$ cat src/rtl/cbp_pkg.sv
// Shared constants and types of the command block parser.
package cbp_pkg;

    localparam int BLOCK_BYTES   = 64;
    localparam int CHANNEL_COUNT = 5;

    localparam int POS_W  = $clog2(BLOCK_BYTES + 1);
    localparam int END_W  = $clog2(BLOCK_BYTES + 128);
    localparam int LEN_W  = 6;
    localparam int SKIP_W = LEN_W + 1;
    localparam int CH_W   = 3;
    localparam int OFF_W  = 6;

    localparam logic [7:0] BYTE_END   = 8'hFE;
    localparam logic [7:0] BYTE_PAD   = 8'hFF;
    localparam logic [7:0] BYTE_SKIP  = 8'h00;
    localparam logic [7:0] BYTE_RESET = 8'hFD;

    typedef enum logic [1:0] {
        PH_CMD  = 2'd0,
        PH_RECV = 2'd1,
        PH_SKIP = 2'd2
    } phase_t;

    typedef enum logic [1:0] {
        KIND_ASSIGNED = 2'd0,
        KIND_RESET    = 2'd1,
        KIND_SKIPPED  = 2'd2,
        KIND_END      = 2'd3
    } kind_t;

endpackage

$ cat src/rtl/command_block_parser_core.sv
// Command block parser: byte-per-beat decode of channel commands into events.
// Throughput: one input beat per cycle, limited only by the output handshake.
// Every beat passes the input register, then one decode step; a beat that yields an event loads the result register.
// Reset leaves the parser finished: beats are dropped until one carries block_start.
// Reset empties both registers.
module command_block_parser_core (
    input  logic                     clk,
    input  logic                     rst_n,
    input  logic                     in_valid,
    output logic                     in_ready,
    input  logic                     block_start,
    input  logic [7:0]               data_byte,
    output logic                     out_valid,
    input  logic                     out_ready,
    output logic [cbp_pkg::CH_W-1:0]  channel,
    output logic [1:0]               event_kind,
    output logic [cbp_pkg::OFF_W-1:0] command_offset,
    output logic                     parse_done
);
    import cbp_pkg::*;

    logic              in_valid_reg;
    logic              start_reg;
    logic [7:0]        byte_reg;

    logic              out_valid_reg, out_valid_next;
    logic [CH_W-1:0]   channel_reg, channel_next;
    kind_t             kind_reg, kind_next;
    logic [OFF_W-1:0]  offset_reg, offset_next;
    logic              done_reg, done_next;

    logic [POS_W-1:0]  pos_reg, pos_next;
    logic [CH_W-1:0]   ch_reg, ch_next;
    phase_t            phase_reg, phase_next;
    logic [SKIP_W-1:0] skip_reg, skip_next;
    logic [OFF_W-1:0]  poff_reg, poff_next;
    logic [LEN_W-1:0]  psend_reg, psend_next;
    logic              fin_reg, fin_next;

    logic              advance;
    logic              step;
    logic [POS_W-1:0]  pos_cur;
    logic [CH_W-1:0]   ch_cur;
    phase_t            phase_cur;
    logic [SKIP_W-1:0] skip_cur;
    logic              fin_cur;
    logic [POS_W-1:0]  pos_inc;
    logic [CH_W-1:0]   ch_inc;
    logic [LEN_W-1:0]  len_byte;
    logic [END_W-1:0]  end_sum;
    logic [SKIP_W-1:0] skip_sum;
    logic [SKIP_W-1:0] skip_dec;
    logic              at_end;
    logic              ch_full;
    logic              too_long;

    assign advance  = !out_valid_reg || out_ready;
    assign in_ready = !in_valid_reg || advance;
    assign step     = in_valid_reg && advance;

    always_comb
    begin
        pos_cur   = start_reg ? '0 : pos_reg;
        ch_cur    = start_reg ? '0 : ch_reg;
        phase_cur = start_reg ? PH_CMD : phase_reg;
        skip_cur  = start_reg ? '0 : skip_reg;
        fin_cur   = start_reg ? 1'b0 : fin_reg;
        pos_inc   = pos_cur + POS_W'(1);
        ch_inc    = ch_cur + CH_W'(1);
        len_byte  = byte_reg[LEN_W-1:0];
        end_sum   = END_W'(pos_inc) + END_W'(psend_reg) + END_W'(len_byte);
        skip_sum  = SKIP_W'(psend_reg) + SKIP_W'(len_byte);
        skip_dec  = (skip_cur != '0) ? skip_cur - SKIP_W'(1) : skip_cur;
        at_end    = pos_inc >= POS_W'(BLOCK_BYTES);
        ch_full   = ch_inc >= CH_W'(CHANNEL_COUNT);
        too_long  = end_sum >= END_W'(BLOCK_BYTES);
    end

    // next state
    always_comb
    begin
        pos_next   = pos_cur;
        ch_next    = ch_cur;
        phase_next = phase_cur;
        skip_next  = skip_cur;
        poff_next  = poff_reg;
        psend_next = psend_reg;
        fin_next   = fin_cur;
        if (!fin_cur)
        begin
            pos_next = pos_inc;
            unique case (phase_cur)
                PH_SKIP:
                begin
                    skip_next = skip_dec;
                    if (skip_dec == '0)
                        phase_next = PH_CMD;
                end
                PH_RECV:
                begin
                    if (too_long)
                        fin_next = 1'b1;
                    else
                    begin
                        ch_next    = ch_inc;
                        skip_next  = skip_sum;
                        phase_next = (skip_sum != '0) ? PH_SKIP : PH_CMD;
                        fin_next   = ch_full;
                    end
                end
                PH_CMD:
                begin
                    case (byte_reg) inside
                        BYTE_END:
                            fin_next = 1'b1;
                        BYTE_PAD:
                            fin_next = at_end;
                        BYTE_SKIP, BYTE_RESET:
                        begin
                            ch_next  = ch_inc;
                            fin_next = ch_full || at_end;
                        end
                        default:
                        begin
                            poff_next  = OFF_W'(pos_cur);
                            psend_next = len_byte;
                            phase_next = PH_RECV;
                            fin_next   = at_end;
                        end
                    endcase
                end
                default:
                    phase_next = PH_CMD;
            endcase
        end
    end

    // result
    always_comb
    begin
        out_valid_next = 1'b0;
        channel_next   = ch_cur;
        kind_next      = KIND_END;
        offset_next    = '0;
        done_next      = 1'b1;
        if (!fin_cur)
        begin
            unique case (phase_cur)
                PH_RECV:
                begin
                    out_valid_next = 1'b1;
                    if (!too_long)
                    begin
                        kind_next   = KIND_ASSIGNED;
                        offset_next = poff_reg;
                        done_next   = ch_full;
                    end
                end
                PH_CMD:
                begin
                    case (byte_reg)
                        BYTE_END:
                            out_valid_next = 1'b1;
                        BYTE_PAD:
                            out_valid_next = at_end;
                        BYTE_SKIP:
                        begin
                            out_valid_next = 1'b1;
                            kind_next      = KIND_SKIPPED;
                            done_next      = ch_full || at_end;
                        end
                        BYTE_RESET:
                        begin
                            out_valid_next = 1'b1;
                            kind_next      = KIND_RESET;
                            done_next      = ch_full || at_end;
                        end
                        default:
                            out_valid_next = at_end;
                    endcase
                end
                default:
                    out_valid_next = 1'b0;
            endcase
        end
    end

    always_ff @(posedge clk or negedge rst_n)
    begin
        if (!rst_n)
        begin
            in_valid_reg  <= 1'b0;
            out_valid_reg <= 1'b0;
            pos_reg       <= '0;
            ch_reg        <= '0;
            phase_reg     <= PH_CMD;
            skip_reg      <= '0;
            poff_reg      <= '0;
            psend_reg     <= '0;
            fin_reg       <= 1'b1;
        end
        else
        begin
            if (in_ready)
                in_valid_reg <= in_valid;
            if (advance)
                out_valid_reg <= in_valid_reg && out_valid_next;
            if (step)
            begin
                pos_reg   <= pos_next;
                ch_reg    <= ch_next;
                phase_reg <= phase_next;
                skip_reg  <= skip_next;
                poff_reg  <= poff_next;
                psend_reg <= psend_next;
                fin_reg   <= fin_next;
            end
        end
    end

    always_ff @(posedge clk)
    begin
        if (in_ready && in_valid)
        begin
            start_reg <= block_start;
            byte_reg  <= data_byte;
        end
        if (step && out_valid_next)
        begin
            channel_reg <= channel_next;
            kind_reg    <= kind_next;
            offset_reg  <= offset_next;
            done_reg    <= done_next;
        end
    end

    assign out_valid      = out_valid_reg;
    assign channel        = channel_reg;
    assign event_kind     = kind_reg;
    assign command_offset = offset_reg;
    assign parse_done     = done_reg;

endmodule

$ cat config.mk
export PLATFORM = sky130hd
export DESIGN_NAME = command_block_parser_core
export DESIGN_NICKNAME = d
export VERILOG_FILES = /design/src/rtl/cbp_pkg.sv /design/src/rtl/command_block_parser_core.sv
export SDC_FILE = /design/constraint.sdc
export NUM_CORES = 1
export LEC_CHECK = 0
export BUFFER_PORTS_ARGS = -buffer_cell sky130_fd_sc_hd__buf_2
export CORE_MARGIN = 2
export CORE_UTILIZATION = 61
export CTS_CLUSTER_DIAMETER = 30
export DETAILED_ROUTE_END_ITERATION = 7
export MAX_ROUTING_LAYER = met4
export PLACE_DENSITY = 0.9
export SYNTH_ARGS = -nofsm -noshare
export SYNTH_HDL_FRONTEND = slang
export SYNTH_SLANG_ARGS = --single-unit
$ cat constraint.sdc
create_clock -name clk -period 4.3 [get_ports clk]
set_clock_uncertainty 0.05 [all_clocks]
set_input_delay 0.215 -clock clk [delete_from_list [all_inputs] [get_ports clk]]
set_output_delay 0.215 -clock clk [all_outputs]
set_load 0.01 [all_outputs]
==> results.md, run 1 <==
Detailed routing:
- The post-detailed-route DRC marker count is 0.
- Dividing the detail-routed wire length by the instance count gives 18.37 um.
- The via total after detailed routing is 3045.
- Before antenna repair, the detailed router went through 7 iterations.
- In the routed layout, each cell is associated on average with a via count of 6.563.
- For this block, the initial DRC count from the detailed router was 445.
- The number of antenna-violating nets in the routed design is 0.
- The sum of routed wire length over all layers is 8524 um.

Clocking:
- The maximum clock path buffer count is 2.
- The H-tree depth reported by CTS is 2.
- After clock tree synthesis, the clock-pin slew on the worst setup and hold paths is 0.11 ns.
- The post-CTS setup repair buffer count is 0.
- The TritonCTS buffer count is 5.
- Counting every sink on the clock net gives 55.
- After clock tree synthesis, the repair step resized 0 gates.
- Clock latency on the worst-skew pair, taken at its later pin, is 0.32 ns.
- The number of hold-repair buffers added at the cts stage is 1.
- TritonCTS built the clock tree.
- In this run the clock root is driven by a sky130_fd_sc_hd__clkbuf_8.

Floorplan:
- The area enclosed by the die boundary is 6467 um2.
- In this run the vertical extent of the chip is 80.42 um.
- The initialized floorplan defines 27 standard-cell rows.
- The count of pins on the block boundary is 27.
- For this configuration, the core starts out at a cell density of 63.91%.
- After floorplanning, the core was sized to cover 5574 um2.
- Measured along the x axis, the die boundary spans 80.42 um.

Power and ir drop:
- Per report_power, the combinational group accounts for 49.5% of the total.
- Summed over all nets, the switching power comes to 1.009 mW.
- The highest ir drop seen on vdd is 0.3990 mV.
- Per report_power, the sequential group accounts for 34.6% of the total.
- The proportion of power drawn by the clock network is 15.9%.
- Of the total power, the share spent switching nets is 43.65%.
- The design draws 2.312 mW.
- The static leakage is 1.670 nW.
- Power spread over the standard cell area amounts to 598.5 nW/um2.
- The internal cell power is 1.303 mW.

Critical path:
- The start point of the critical path is pos_reg[0].
- The biggest fanout along the worst timing path is 7.
- The required time of the critical path is 4.46 ns.
- The critical path start-end classification is reg -> reg.
- The sort of element at the end of the critical path is a register.
- The startpoint type of the worst setup path is a register.
- The critical path data arrival time is 4.14 ns.
- The worst register-to-register path begins at pos_reg[0].

Synthesis:
- The total number of yosys warnings is 0.
- The post-synthesis cell type count is 60.
- The top flip-flop cell by instance count after synthesis is sky130_fd_sc_hd__dfrtp_1.
- Of all flip-flops after synthesis, the portion carrying an async set or reset was 61.82%.
- The number of standard cells after synthesis is 369.
- The number of enable flip-flop cells after synthesis is 21.
- The total standard cell area after synthesis is 3562 um2.
- The post-synthesis area per instance is 9.654 um2.
- The sequential area share after synthesis is 41.62%.
- The total of flip-flops plus latches after synthesis is 55.
- The post-synthesis net count is 410.

Placed design:
- The number of placed instances with taps included is 455.
- The post-DP HPWL is 6074 um.
- Before CTS, the worst setup slack after placement is 0.6440 ns.
- In this run the tool buffered the top-level ports with 26 buffer cells.
- The final estimated routing congestion in global placement is 0.9608.
- The cell area after placement is 3734 um2.

Final layout:
- The final layout net count is 432.
- The post-route core utilization is 69.29%.
- The area growth from synthesis to layout is 8.430%.
- The fraction of layout instances using a drive strength above 1 is 13.01%.
- The number of antenna diodes in the final layout is 0.
- The cell area after layout is 3862 um2.
- The layout filler cell count is 400.
- Once layout is complete, the cells apart from fillers number 464.
- The leading cell type in the layout, fill and taps excluded is sky130_fd_sc_hd__nand2_1.
- The top cell types in the final layout, fill and taps aside, are sky130_fd_sc_hd__nand2_1 (49), sky130_fd_sc_hd__dfrtp_1 (33), sky130_fd_sc_hd__o21ai_0 (26), sky130_fd_sc_hd__buf_2 (26), sky130_fd_sc_hd__nor2_1 (25).
- The register with the most flip-flops in the layout has 8 of them.

Worst hold path:
- The worst hold path begins at data_byte[0].
- The min-delay analysis places its worst path in the category in -> reg.

STA:
- Setup repair after global routing left no endpoint under its margin.
- For the pin with the worst max-slew slack, the measured transition is 0.8023 ns.
- The count of final hold-check violations is 0.
- After layout, the worst path uses 92.45% of the clock period.
- The worst hold slack is 0.01276 ns.
- The final worst-path setup slack is 0.3248 ns.
- The count of pins over their slew limit is 0.
- Setup total negative slack on the finished layout was measured at 0 ns.
- The post-layout minimum cycle time is 3.975 ns.
- The highest attainable clock frequency is 251.6 MHz.
- Setup violations remaining at the end of the flow were counted as 0.
- The headroom to the max-slew limit is 46.37%.

GRT:
- Entering global routing, the biggest net connects 35 pins.
- Global routing finished with a remaining overflow of 0.
- The number of global-route vias before repair is 2868.
- The first global-routing pass estimated 14060 um of wire.
- In the global route stage, overall resource usage came out at 29.51%.
- The number of antenna violations at the first check in global routing was 0.

Flow run:
- Across the run, the number of max-cap violations was 0.

Outcome:
- The run finished with clean final reports.
-- cell usage after synthesis (2+ instances only) --
master | instances | area share [%]
sky130_fd_sc_hd__inv_1 | 18 | 1.9
sky130_fd_sc_hd__a21oi_1 | 15 | 2.1
sky130_fd_sc_hd__xor2_1 | 4 | 0.98
sky130_fd_sc_hd__fa_1 | 8 | 4.5
sky130_fd_sc_hd__nor3_1 | 9 | 1.3
sky130_fd_sc_hd__nor4_1 | 2 | 0.35
sky130_fd_sc_hd__o2111ai_1 | 3 | 0.74
sky130_fd_sc_hd__o211ai_1 | 3 | 0.63
sky130_fd_sc_hd__and2_1 | 11 | 1.9
sky130_fd_sc_hd__nor2_1 | 25 | 2.6
sky130_fd_sc_hd__a21o_1 | 5 | 1.1
sky130_fd_sc_hd__o22ai_1 | 4 | 0.70
sky130_fd_sc_hd__o221ai_1 | 2 | 0.49
sky130_fd_sc_hd__a221oi_1 | 2 | 0.49
sky130_fd_sc_hd__nand2b_1 | 9 | 1.6
sky130_fd_sc_hd__nor3b_1 | 4 | 0.84
sky130_fd_sc_hd__xnor2_1 | 5 | 1.2
sky130_fd_sc_hd__clkbuf_1 | 8 | 0.84
sky130_fd_sc_hd__or2_2 | 2 | 0.35
sky130_fd_sc_hd__a32o_1 | 6 | 1.7
sky130_fd_sc_hd__ha_1 | 20 | 7.0
sky130_fd_sc_hd__o21ai_0 | 26 | 3.7
sky130_fd_sc_hd__nor2b_1 | 4 | 0.70
sky130_fd_sc_hd__nand3_1 | 10 | 1.4
sky130_fd_sc_hd__nand4_1 | 7 | 1.2
sky130_fd_sc_hd__a211o_1 | 3 | 0.74
sky130_fd_sc_hd__dfrtp_1 | 33 | 23
sky130_fd_sc_hd__mux2_2 | 5 | 1.6
sky130_fd_sc_hd__o31ai_1 | 4 | 0.84
sky130_fd_sc_hd__a22o_1 | 2 | 0.49
sky130_fd_sc_hd__nand2_1 | 49 | 5.2
sky130_fd_sc_hd__mux2i_1 | 3 | 0.84
sky130_fd_sc_hd__buf_2 | 6 | 0.84
sky130_fd_sc_hd__o21a_1 | 2 | 0.42
sky130_fd_sc_hd__edfxtp_1 | 21 | 18
sky130_fd_sc_hd__a2111oi_0 | 2 | 0.49
sky130_fd_sc_hd__a211oi_1 | 2 | 0.42
sky130_fd_sc_hd__a21boi_0 | 2 | 0.42
sky130_fd_sc_hd__or3_1 | 2 | 0.35
-- kinds of logic (layout without fill, tap and decap cells) --
kind of cell | Yosys count | after routing | synth area share [%]
flip-flops | 55 | 55 | 41.62
XOR/XNOR | 9 | 9 | 2.213
AO/OA/AOI/OAI | 94 | 94 | 18.58
buffers and inverters | 34 | 57 | 4.004
multiplexers | 8 | 8 | 2.424
adder cells (fa/ha/maj) | 28 | 28 | 11.52
AND/OR/NAND/NOR | 141 | 141 | 19.63
-- routing by layer --
metal  routed length, um  GRT usage (%)  vias up
met5                   0              -        -
met2                4095          47.75      172
met3                 681          5.281       29
li1                    -              -     1378
met4                 233          11.36        0
met1                3514          37.16     1466
-- critical path, cell delays in order, from the launching register on --
cell	delay, ns
sky130_fd_sc_hd__dfrtp_1	0.50
sky130_fd_sc_hd__nand2b_1	0.20
sky130_fd_sc_hd__or3_1	0.38
sky130_fd_sc_hd__a21oi_1	0.26
sky130_fd_sc_hd__fa_1	0.46
sky130_fd_sc_hd__ha_1	0.30
sky130_fd_sc_hd__nand3_1	0.08
sky130_fd_sc_hd__nor4b_2	0.53
sky130_fd_sc_hd__o31ai_1	0.26
sky130_fd_sc_hd__a221oi_1	0.36
sky130_fd_sc_hd__o21ai_0	0.21
sky130_fd_sc_hd__a22o_1	0.26
-- power by group through the flow --
stage	Combinational, mW	Sequential, mW	Clock (mW)
after floorplan	0.872	0.763	0
after global placement	1.04	0.798	0
after detailed placement	1.09	0.803	0
after CTS	1.11	0.794	0.367
after global routing	1.26	0.814	0.384
final	1.14	0.800	0.368
-- worst paths after layout --
| path | to | slack [ns] | cells after the start |
|---|---|---|---|
| worst max-delay path | ch_reg[2] | 0.32 | 11 |
| worst min register to register | poff_reg[4] | 0.43 | 2 |
| worst min-delay path | byte_reg[0] | 0.01 | 1 |
| max in group asynchronous | skip_reg[5] | 3.25 | 2 |
| min in group asynchronous | poff_reg[2] | 0.44 | 2 |
| worst max register to register | ch_reg[2] | 0.32 | 11 |
-- area by class of cell --
| class | instances | area (um2) | area share [%] |
|---|---|---|---|
| tap | 72 | 90.09 | 2.332 |
| inverter | 19 | 71.32 | 1.846 |
| multi-input combinational | 280 | 1937 | 50.15 |
| timing repair buffer | 30 | 162.7 | 4.211 |
| clock buffer | 5 | 68.82 | 1.782 |
| clock inverter | 3 | 50.05 | 1.296 |
| sequential | 55 | 1483 | 38.39 |
(Power assumes the default switching activity.)
==> inputs of run 2 (changes only) <==
--- a/config.mk
+++ b/config.mk
@@ -12,6 +12,7 @@
 export DETAILED_ROUTE_END_ITERATION = 7
 export MAX_ROUTING_LAYER = met4
 export PLACE_DENSITY = 0.9
+export RECOVER_POWER = 100
 export SYNTH_ARGS = -nofsm -noshare
 export SYNTH_HDL_FRONTEND = slang
 export SYNTH_SLANG_ARGS = --single-unit
==> results.md, run 2 (same netlist as run 1, synthesis figures left out) <==
GRT:
- The total grt overflow is 0 (unchanged).
- The pin count of the biggest net entering global routing is 35 (unchanged).
- The number of antenna violations at the first check in global routing is 0 (unchanged).
- The first-pass GRT wire length came to 14060 um (unchanged).
- The number of global-route vias before repair is 2868 (unchanged).
- The total global routing track utilization is 29.51% (unchanged).

Placed design:
- The post-DP HPWL came to 6074 um (unchanged).
- The number of buffer cells added on primary ports was 26 (unchanged).
- The worst slack after detailed placement is 0.6440 ns (unchanged).
- The final estimated routing congestion in global placement was 0.9608 (unchanged).
- The cell area after placement is 3734 um2 (unchanged).

Critical path:
- Walking the worst path, the cells encountered are nand2b_1 > or3_1 > a21oi_1 > fa_1 > ha_1 > nand3_1 > nor4b_2 > o31ai_1 > a221oi_1 > o21ai_0 > a22o_1.
- The required time of the critical path came to 4.46 ns (about the same).
- The slowest library cell on the worst path is sky130_fd_sc_hd__nor4b_2.
- The maximum single-stage delay on the critical path is 0.52 ns (about the same).
- The startpoint type of the worst setup path is a register.
- The biggest fanout along the worst timing path is 7 (unchanged).
- The worst setup path is captured at a register.
- The critical path data arrival time is 4.15 ns (about the same).
- The critical path start-end classification is reg -> reg.

Floorplan:
- The number of rows created at floorplan came to 27 (unchanged).
- The initial core utilization is 63.91% (unchanged).
- The die extent in y is 80.42 um (unchanged).
- The count of pins on the block boundary is 27 (unchanged).
- The die span in x is 80.42 um (unchanged).
- The placeable core area is 5574 um2 (unchanged).
- The area enclosed by the die boundary is 6467 um2 (unchanged).

Final layout:
- In the layout the commonest cells are sky130_fd_sc_hd__nand2_1 (49), sky130_fd_sc_hd__dfrtp_1 (33), sky130_fd_sc_hd__o21ai_0 (26).
- From synthesis to final layout, the design area changed by 7.657%.
- The cell area after layout is 3835 um2 (-0.71%).
- The antenna diode instance count is 0 (unchanged).
- The final layout net count is 432 (unchanged).
- The number of flip-flops in the largest register is 8 (unchanged).
- The library cell used most frequently in the layout, excluding fill and tap cells, is sky130_fd_sc_hd__nand2_1.
- The fraction of layout instances using a drive strength above 1 is 8.418% (-4.6 points).

Power and ir drop:
- The final total power is 2.306 mW (-0.24%).
- The highest ir drop seen on vdd is 0.3986 mV (about the same).
- The total power density per cell area was 601.3 nW/um2 (+0.47%).
- The static leakage came to 1.617 nW (-3.2%).

STA:
- The post-layout minimum cycle time is 3.991 ns (+0.01592 ns).
- The count of final hold-check violations is 0 (unchanged).
- The final worst-path setup slack is 0.3089 ns (-0.01592 ns).
- The headroom to the max-slew limit is -26.02% (-72 points).
- The setup TNS is 0 ns (unchanged).
- The final critical-path share of the clock period is 92.82% (+0.37 points).
- Setup repair after global routing left no endpoint under its margin.
- The number of endpoints failing setup at the final stage was 0 (unchanged).
- The highest attainable clock frequency is 250.6 MHz (-0.40%).
- The measured slew at the worst slew-check pin is 1.890 ns (+1.088 ns).
- The count of pins over their slew limit is 35 (+35).

Detailed routing:
- The starting DRC count in detailed routing is 438 (-1.6%).
- The sum of routed wire length over all layers is 8540 um (+0.19%).
- The vias per cell was 6.638 (+1.1%).
- The average detailed-routed wire length per instance was 18.41 um (+0.19%).
- The number of optimization iterations in the first detailed-route pass came to 5 (-2).
- The post-detailed-route DRC marker count was 0 (unchanged).
- The number of antenna-violating nets in the routed design is 0 (unchanged).
- The via total after detailed routing is 3080 (+1.1%).

Clocking:
- The TritonCTS clock tree is yes.
- The clock sink count was 55 (unchanged).
- The total of cells resized after clock tree synthesis came to 0 (unchanged).
- Clock tree synthesis selected as its root buffer the cell sky130_fd_sc_hd__clkbuf_8.
- The maximum clock path buffer count is 2 (unchanged).
- The TritonCTS buffer count was 5 (unchanged).
- The clock-pin transition on the worst setup and hold timing paths is 0.11 ns (about the same).
- The post-CTS setup repair buffer count was 0 (unchanged).
- The clock latency on the worst-skew pair is 0.32 ns (about the same).
- The H-tree depth reported by CTS is 2 (unchanged).

Flow run:
- The max-cap violation count is 1 (+1).

Outcome:
- The run finished, with violations left.
- The final reports fail on capacitance limit, slew limit.

Worst hold path:
- In this run the worst hold path is classified as in -> reg.
[run 2: changes by cell type in the layout (fill, tap and decap cells not counted), sizes merged]
cell	change
clkbuf	+17
buf	-17
[run 2: final timing paths]
check                              from     endpoint  slack (ns)  depth (start not counted)
min                        data_byte[0]  byte_reg[0]        0.02                          1
max                          pos_reg[0]    ch_reg[2]        0.31                         11
min reg2reg                 poff_reg[4]  poff_reg[4]        0.43                          2
max in group asynchronous         rst_n  skip_reg[5]        2.22                          2
max reg2reg                  pos_reg[0]    ch_reg[2]        0.31                         11
min in group asynchronous         rst_n  poff_reg[2]        0.88                          2
[run 2: report_power, final]
part / internal, mW / switching [mW]
combinational: 0.446 / 0.692
sequential: 0.670 / 0.132
clock: 0.180 / 0.187
total: 1.30 / 1.01
[run 2: through the flow]
stage	hold slack (ns)	util (%)	std cells
floorplan	-0.1306	-	369
global placement	0.2878	66.98	455
detailed placement	0.2822	66.98	455
CTS	0.01086	69.29	464
global route	0.006855	68.80	464
finish	0.01685	68.80	464
[run 2: what timing repair did]
action                                  4_1_cts  5_1_grt
endpoints found under the hold margin        33        0
hold buffers                                  1        0
endpoints found under the setup margin        0        0
[run 2: critical path: cells and delay by family, from the launching register on]
family | cells | cell delay [ns]
adder cells (fa/ha/maj) | 2 | 0.76
AND/OR/NAND/NOR | 4 | 1.18
flip-flops | 1 | 0.49
AO/OA/AOI/OAI | 5 | 1.38
[run 2: final cells by class]
type | count | area [um2]
inverters | 19 | 71.32
flip-flops and latches | 55 | 1483
fillers | 416 | 1739
multi-input cells | 280 | 1933
well taps | 72 | 90.09
clock inverters | 3 | 50.05
repair buffers | 30 | 138.9
clock buffers | 5 | 68.82
[run 2: metal layers]
layer | up-vias | GRT usage [%] | wire, um
met5 | - | - | 0
met4 | 0 | 11.36 | 281
met3 | 40 | 5.281 | 677
met2 | 194 | 47.75 | 4049
met1 | 1466 | 37.16 | 3532
li1 | 1380 | - | -
==> inputs of run 3 (changes only) <==
--- a/config.mk
+++ b/config.mk
@@ -5,12 +5,12 @@
 export SDC_FILE = /design/constraint.sdc
 export NUM_CORES = 1
 export LEC_CHECK = 0
+export ABC_CLOCK_PERIOD_IN_PS = 4300
 export BUFFER_PORTS_ARGS = -buffer_cell sky130_fd_sc_hd__buf_2
 export CORE_MARGIN = 2
 export CORE_UTILIZATION = 61
 export CTS_CLUSTER_DIAMETER = 30
 export DETAILED_ROUTE_END_ITERATION = 7
-export MAX_ROUTING_LAYER = met4
 export PLACE_DENSITY = 0.9
 export RECOVER_POWER = 100
 export SYNTH_ARGS = -nofsm -noshare
==> results.md, run 3 (same netlist as run 1, synthesis figures left out) <==
Final layout:
- Leaving out fill and tap cells, the most frequent cell in the layout is sky130_fd_sc_hd__nand2_1.
- The number of flip-flops in the largest register is 8 (unchanged).
- The layout-stage area growth over the synthesis result is 6.779%.
- In the layout the commonest cells are sky130_fd_sc_hd__nand2_1 (49), sky130_fd_sc_hd__dfrtp_1 (33), sky130_fd_sc_hd__o21ai_0 (26).
- The final layout net count is 432 (unchanged).
- The fraction of layout instances using a drive strength above 1 is 7.908% (-0.51 points).
- The post-route core utilization is 68.24% (-0.56 points).
- The antenna diode instance count was 0 (unchanged).
- The layout filler cell count is 424 (+1.9%).

Clocking:
- The TritonCTS buffer count was 5 (unchanged).
- The clock-pin transition on the worst setup and hold timing paths was 0.10 ns (about the same).
- The clock sink count was 55 (unchanged).
- The post-CTS setup repair buffer count is 0 (unchanged).
- The clock latency on the worst-skew pair is 0.31 ns (about the same).
- The maximum clock path buffer count is 2 (unchanged).
- The H-tree depth reported by CTS is 2 (unchanged).
- TritonCTS built the clock tree.
- The tree is rooted in a sky130_fd_sc_hd__clkbuf_8.

Detailed routing:
- The post-detailed-route DRC marker count came to 0 (unchanged).
- The vias per cell is 6.653 (+0.23%).
- The number of optimization iterations in the first detailed-route pass is 6 (+1).
- The via total after detailed routing is 3087 (+0.23%).
- The sum of routed wire length over all layers is 8499 um (-0.48%).
- The average detailed-routed wire length per instance is 18.32 um (-0.48%).
- The number of antenna-violating nets in the routed design is 0 (unchanged).
- The starting DRC count in detailed routing was 467 (+6.6%).

STA:
- The final critical-path share of the clock period is 92.91% (+0.097 points).
- The number of endpoints failing setup at the final stage is 0 (unchanged).
- The highest attainable clock frequency is 250.3 MHz (-0.10%).
- The setup TNS came to 0 ns (unchanged).
- The measured slew at the worst slew-check pin is 1.870 ns (-0.01976 ns).
- The count of pins over their slew limit was 35 (unchanged).
- Setup repair after global routing left no endpoint under its margin.
- The count of final hold-check violations was 0 (unchanged).
- The post-layout minimum cycle time is 3.995 ns (+0.004186 ns).
- The worst hold slack was 0.02326 ns (+0.006416 ns).
- The headroom to the max-slew limit was -24.70% (+1.3 points).

Outcome:
- The flow ran to the end, but the final reports show violations.
- The checks that failed: capacitance limit, slew limit.

Placed design:
- The number of buffer cells added on primary ports is 26 (unchanged).
- The final estimated routing congestion in global placement is 0.9370 (-2.5%).
- The post-DP HPWL is 6155 um (+1.3%).

Power and ir drop:
- The final total power came to 2.237 mW (-3.0%).
- The highest ir drop seen on vdd is 0.4069 mV (+2.1%).
- The total power density per cell area is 588.2 nW/um2 (-2.2%).
- The static leakage is 1.606 nW (-0.72%).

GRT:
- The total global routing track utilization was 27.84% (-1.7 points).
- The total grt overflow is 0 (unchanged).
- The pin count of the biggest net entering global routing was 35 (unchanged).
- The number of antenna violations at the first check in global routing is 0 (unchanged).
- The first-pass GRT wire length is 13810 um (-1.8%).
- The number of global-route vias before repair is 2847 (-0.73%).

Critical path:
- The startpoint type of the worst setup path is a register.
- The biggest fanout along the worst timing path was 7 (unchanged).
- The worst setup path is of the reg -> reg kind.
- The required time of the critical path is 4.43 ns (-0.03 ns).
- The sort of element at the end of the critical path is a register.
- The critical path data arrival time is 4.13 ns (-0.02 ns).

Floorplan:
- The die extent in y is 80.42 um (unchanged).
- The die span in x is 80.42 um (unchanged).
- The initial core utilization came to 63.91% (unchanged).
- The placeable core area came to 5574 um2 (unchanged).
- The area enclosed by the die boundary is 6467 um2 (unchanged).
- The number of rows created at floorplan is 27 (unchanged).
- The count of pins on the block boundary is 27 (unchanged).

Flow run:
- The max-cap violation count was 1 (unchanged).

Worst hold path:
- In this run the worst hold path is classified as in -> reg.
[run 3: changes by cell type in the layout (fill, tap and decap cells not counted)]
cell	delta
sky130_fd_sc_hd__clkbuf_8	+1
sky130_fd_sc_hd__inv_6	-1
sky130_fd_sc_hd__and2_0	-1
sky130_fd_sc_hd__o311ai_1	+1
sky130_fd_sc_hd__and2_1	+1
sky130_fd_sc_hd__inv_8	-1
sky130_fd_sc_hd__bufinv_16	-1
sky130_fd_sc_hd__o311ai_2	-1
sky130_fd_sc_hd__clkinv_4	+1
sky130_fd_sc_hd__clkbuf_1	+1
[run 3: power breakdown]
group	total, mW	internal, mW	switching (mW)
clock	0.305	0.133	0.173
sequential	0.801	0.670	0.132
combinational	1.13	0.446	0.685
total	2.24	1.25	0.989
[run 3: worst max-delay path, stage by stage (launching register included)]
cell and delay [ns]:
sky130_fd_sc_hd__dfrtp_1 0.48, sky130_fd_sc_hd__nand2b_1 0.18, sky130_fd_sc_hd__or3_1 0.37, sky130_fd_sc_hd__a21oi_1 0.26, sky130_fd_sc_hd__fa_1 0.46, sky130_fd_sc_hd__ha_1 0.31
sky130_fd_sc_hd__nand3_1 0.09, sky130_fd_sc_hd__nor4b_2 0.07, sky130_fd_sc_hd__o311ai_1 0.85, sky130_fd_sc_hd__a311oi_1 0.14, sky130_fd_sc_hd__a2111oi_0 0.44, sky130_fd_sc_hd__a21oi_1 0.15
[run 3: worst paths after layout]
path	startpoint	to	slack [ns]	depth (start not counted)
worst max register to register	pos_reg[0]	phase_reg[1]	0.30	11
worst min-delay path	data_byte[2]	byte_reg[2]	0.02	1
worst min register to register	poff_reg[5]	poff_reg[5]	0.43	2
worst max-delay path	pos_reg[0]	phase_reg[1]	0.30	11
max in group asynchronous	rst_n	skip_reg[5]	2.23	2
min in group asynchronous	rst_n	poff_reg[5]	0.89	2
[run 3: final cells by class]
cell class                      instances  area (um2)  area share, %
Multi-Input combinational cell        280        1926          50.63
Sequential cell                        55        1483          38.98
Timing Repair Buffer                   30       138.9          3.651
Tap cell                               72       90.09          2.368
Clock buffer                            7       86.33          2.270
Inverter                               19       71.32          1.875
Clock inverter                          1       8.758         0.2303
[run 3: what timing repair did]
item / CTS / global route
gates resized for setup: 0 / 0
hold endpoints to repair: 33 / 0
hold buffers: 1 / 0
[run 3: through the flow]
step / instance area [um2] / std cells / setup slack [ns]
5_1_grt: 3804 / 464 / 0.1324
3_5_place_dp: 3734 / 455 / 0.6002
3_3_place_gp: 3734 / 455 / 0.7668
6_report: 3804 / 464 / 0.3047
4_1_cts: 3839 / 464 / 0.5570
2_1_floorplan: 3562 / 369 / 0.8783
[run 3: routing by layer]
| metal | part of all wire, % | routed length [um] | global-route usage [%] | vias up |
|---|---|---|---|---|
| li1 | - | - | - | 1377 |
| met1 | 40 | 3379 | 36.94 | 1447 |
| met2 | 48 | 4063 | 46.67 | 217 |
| met3 | 8.9 | 755 | 4.157 | 46 |
| met4 | 3.5 | 301 | 9.661 | 0 |
| met5 | 0 | 0 | 0 | - |
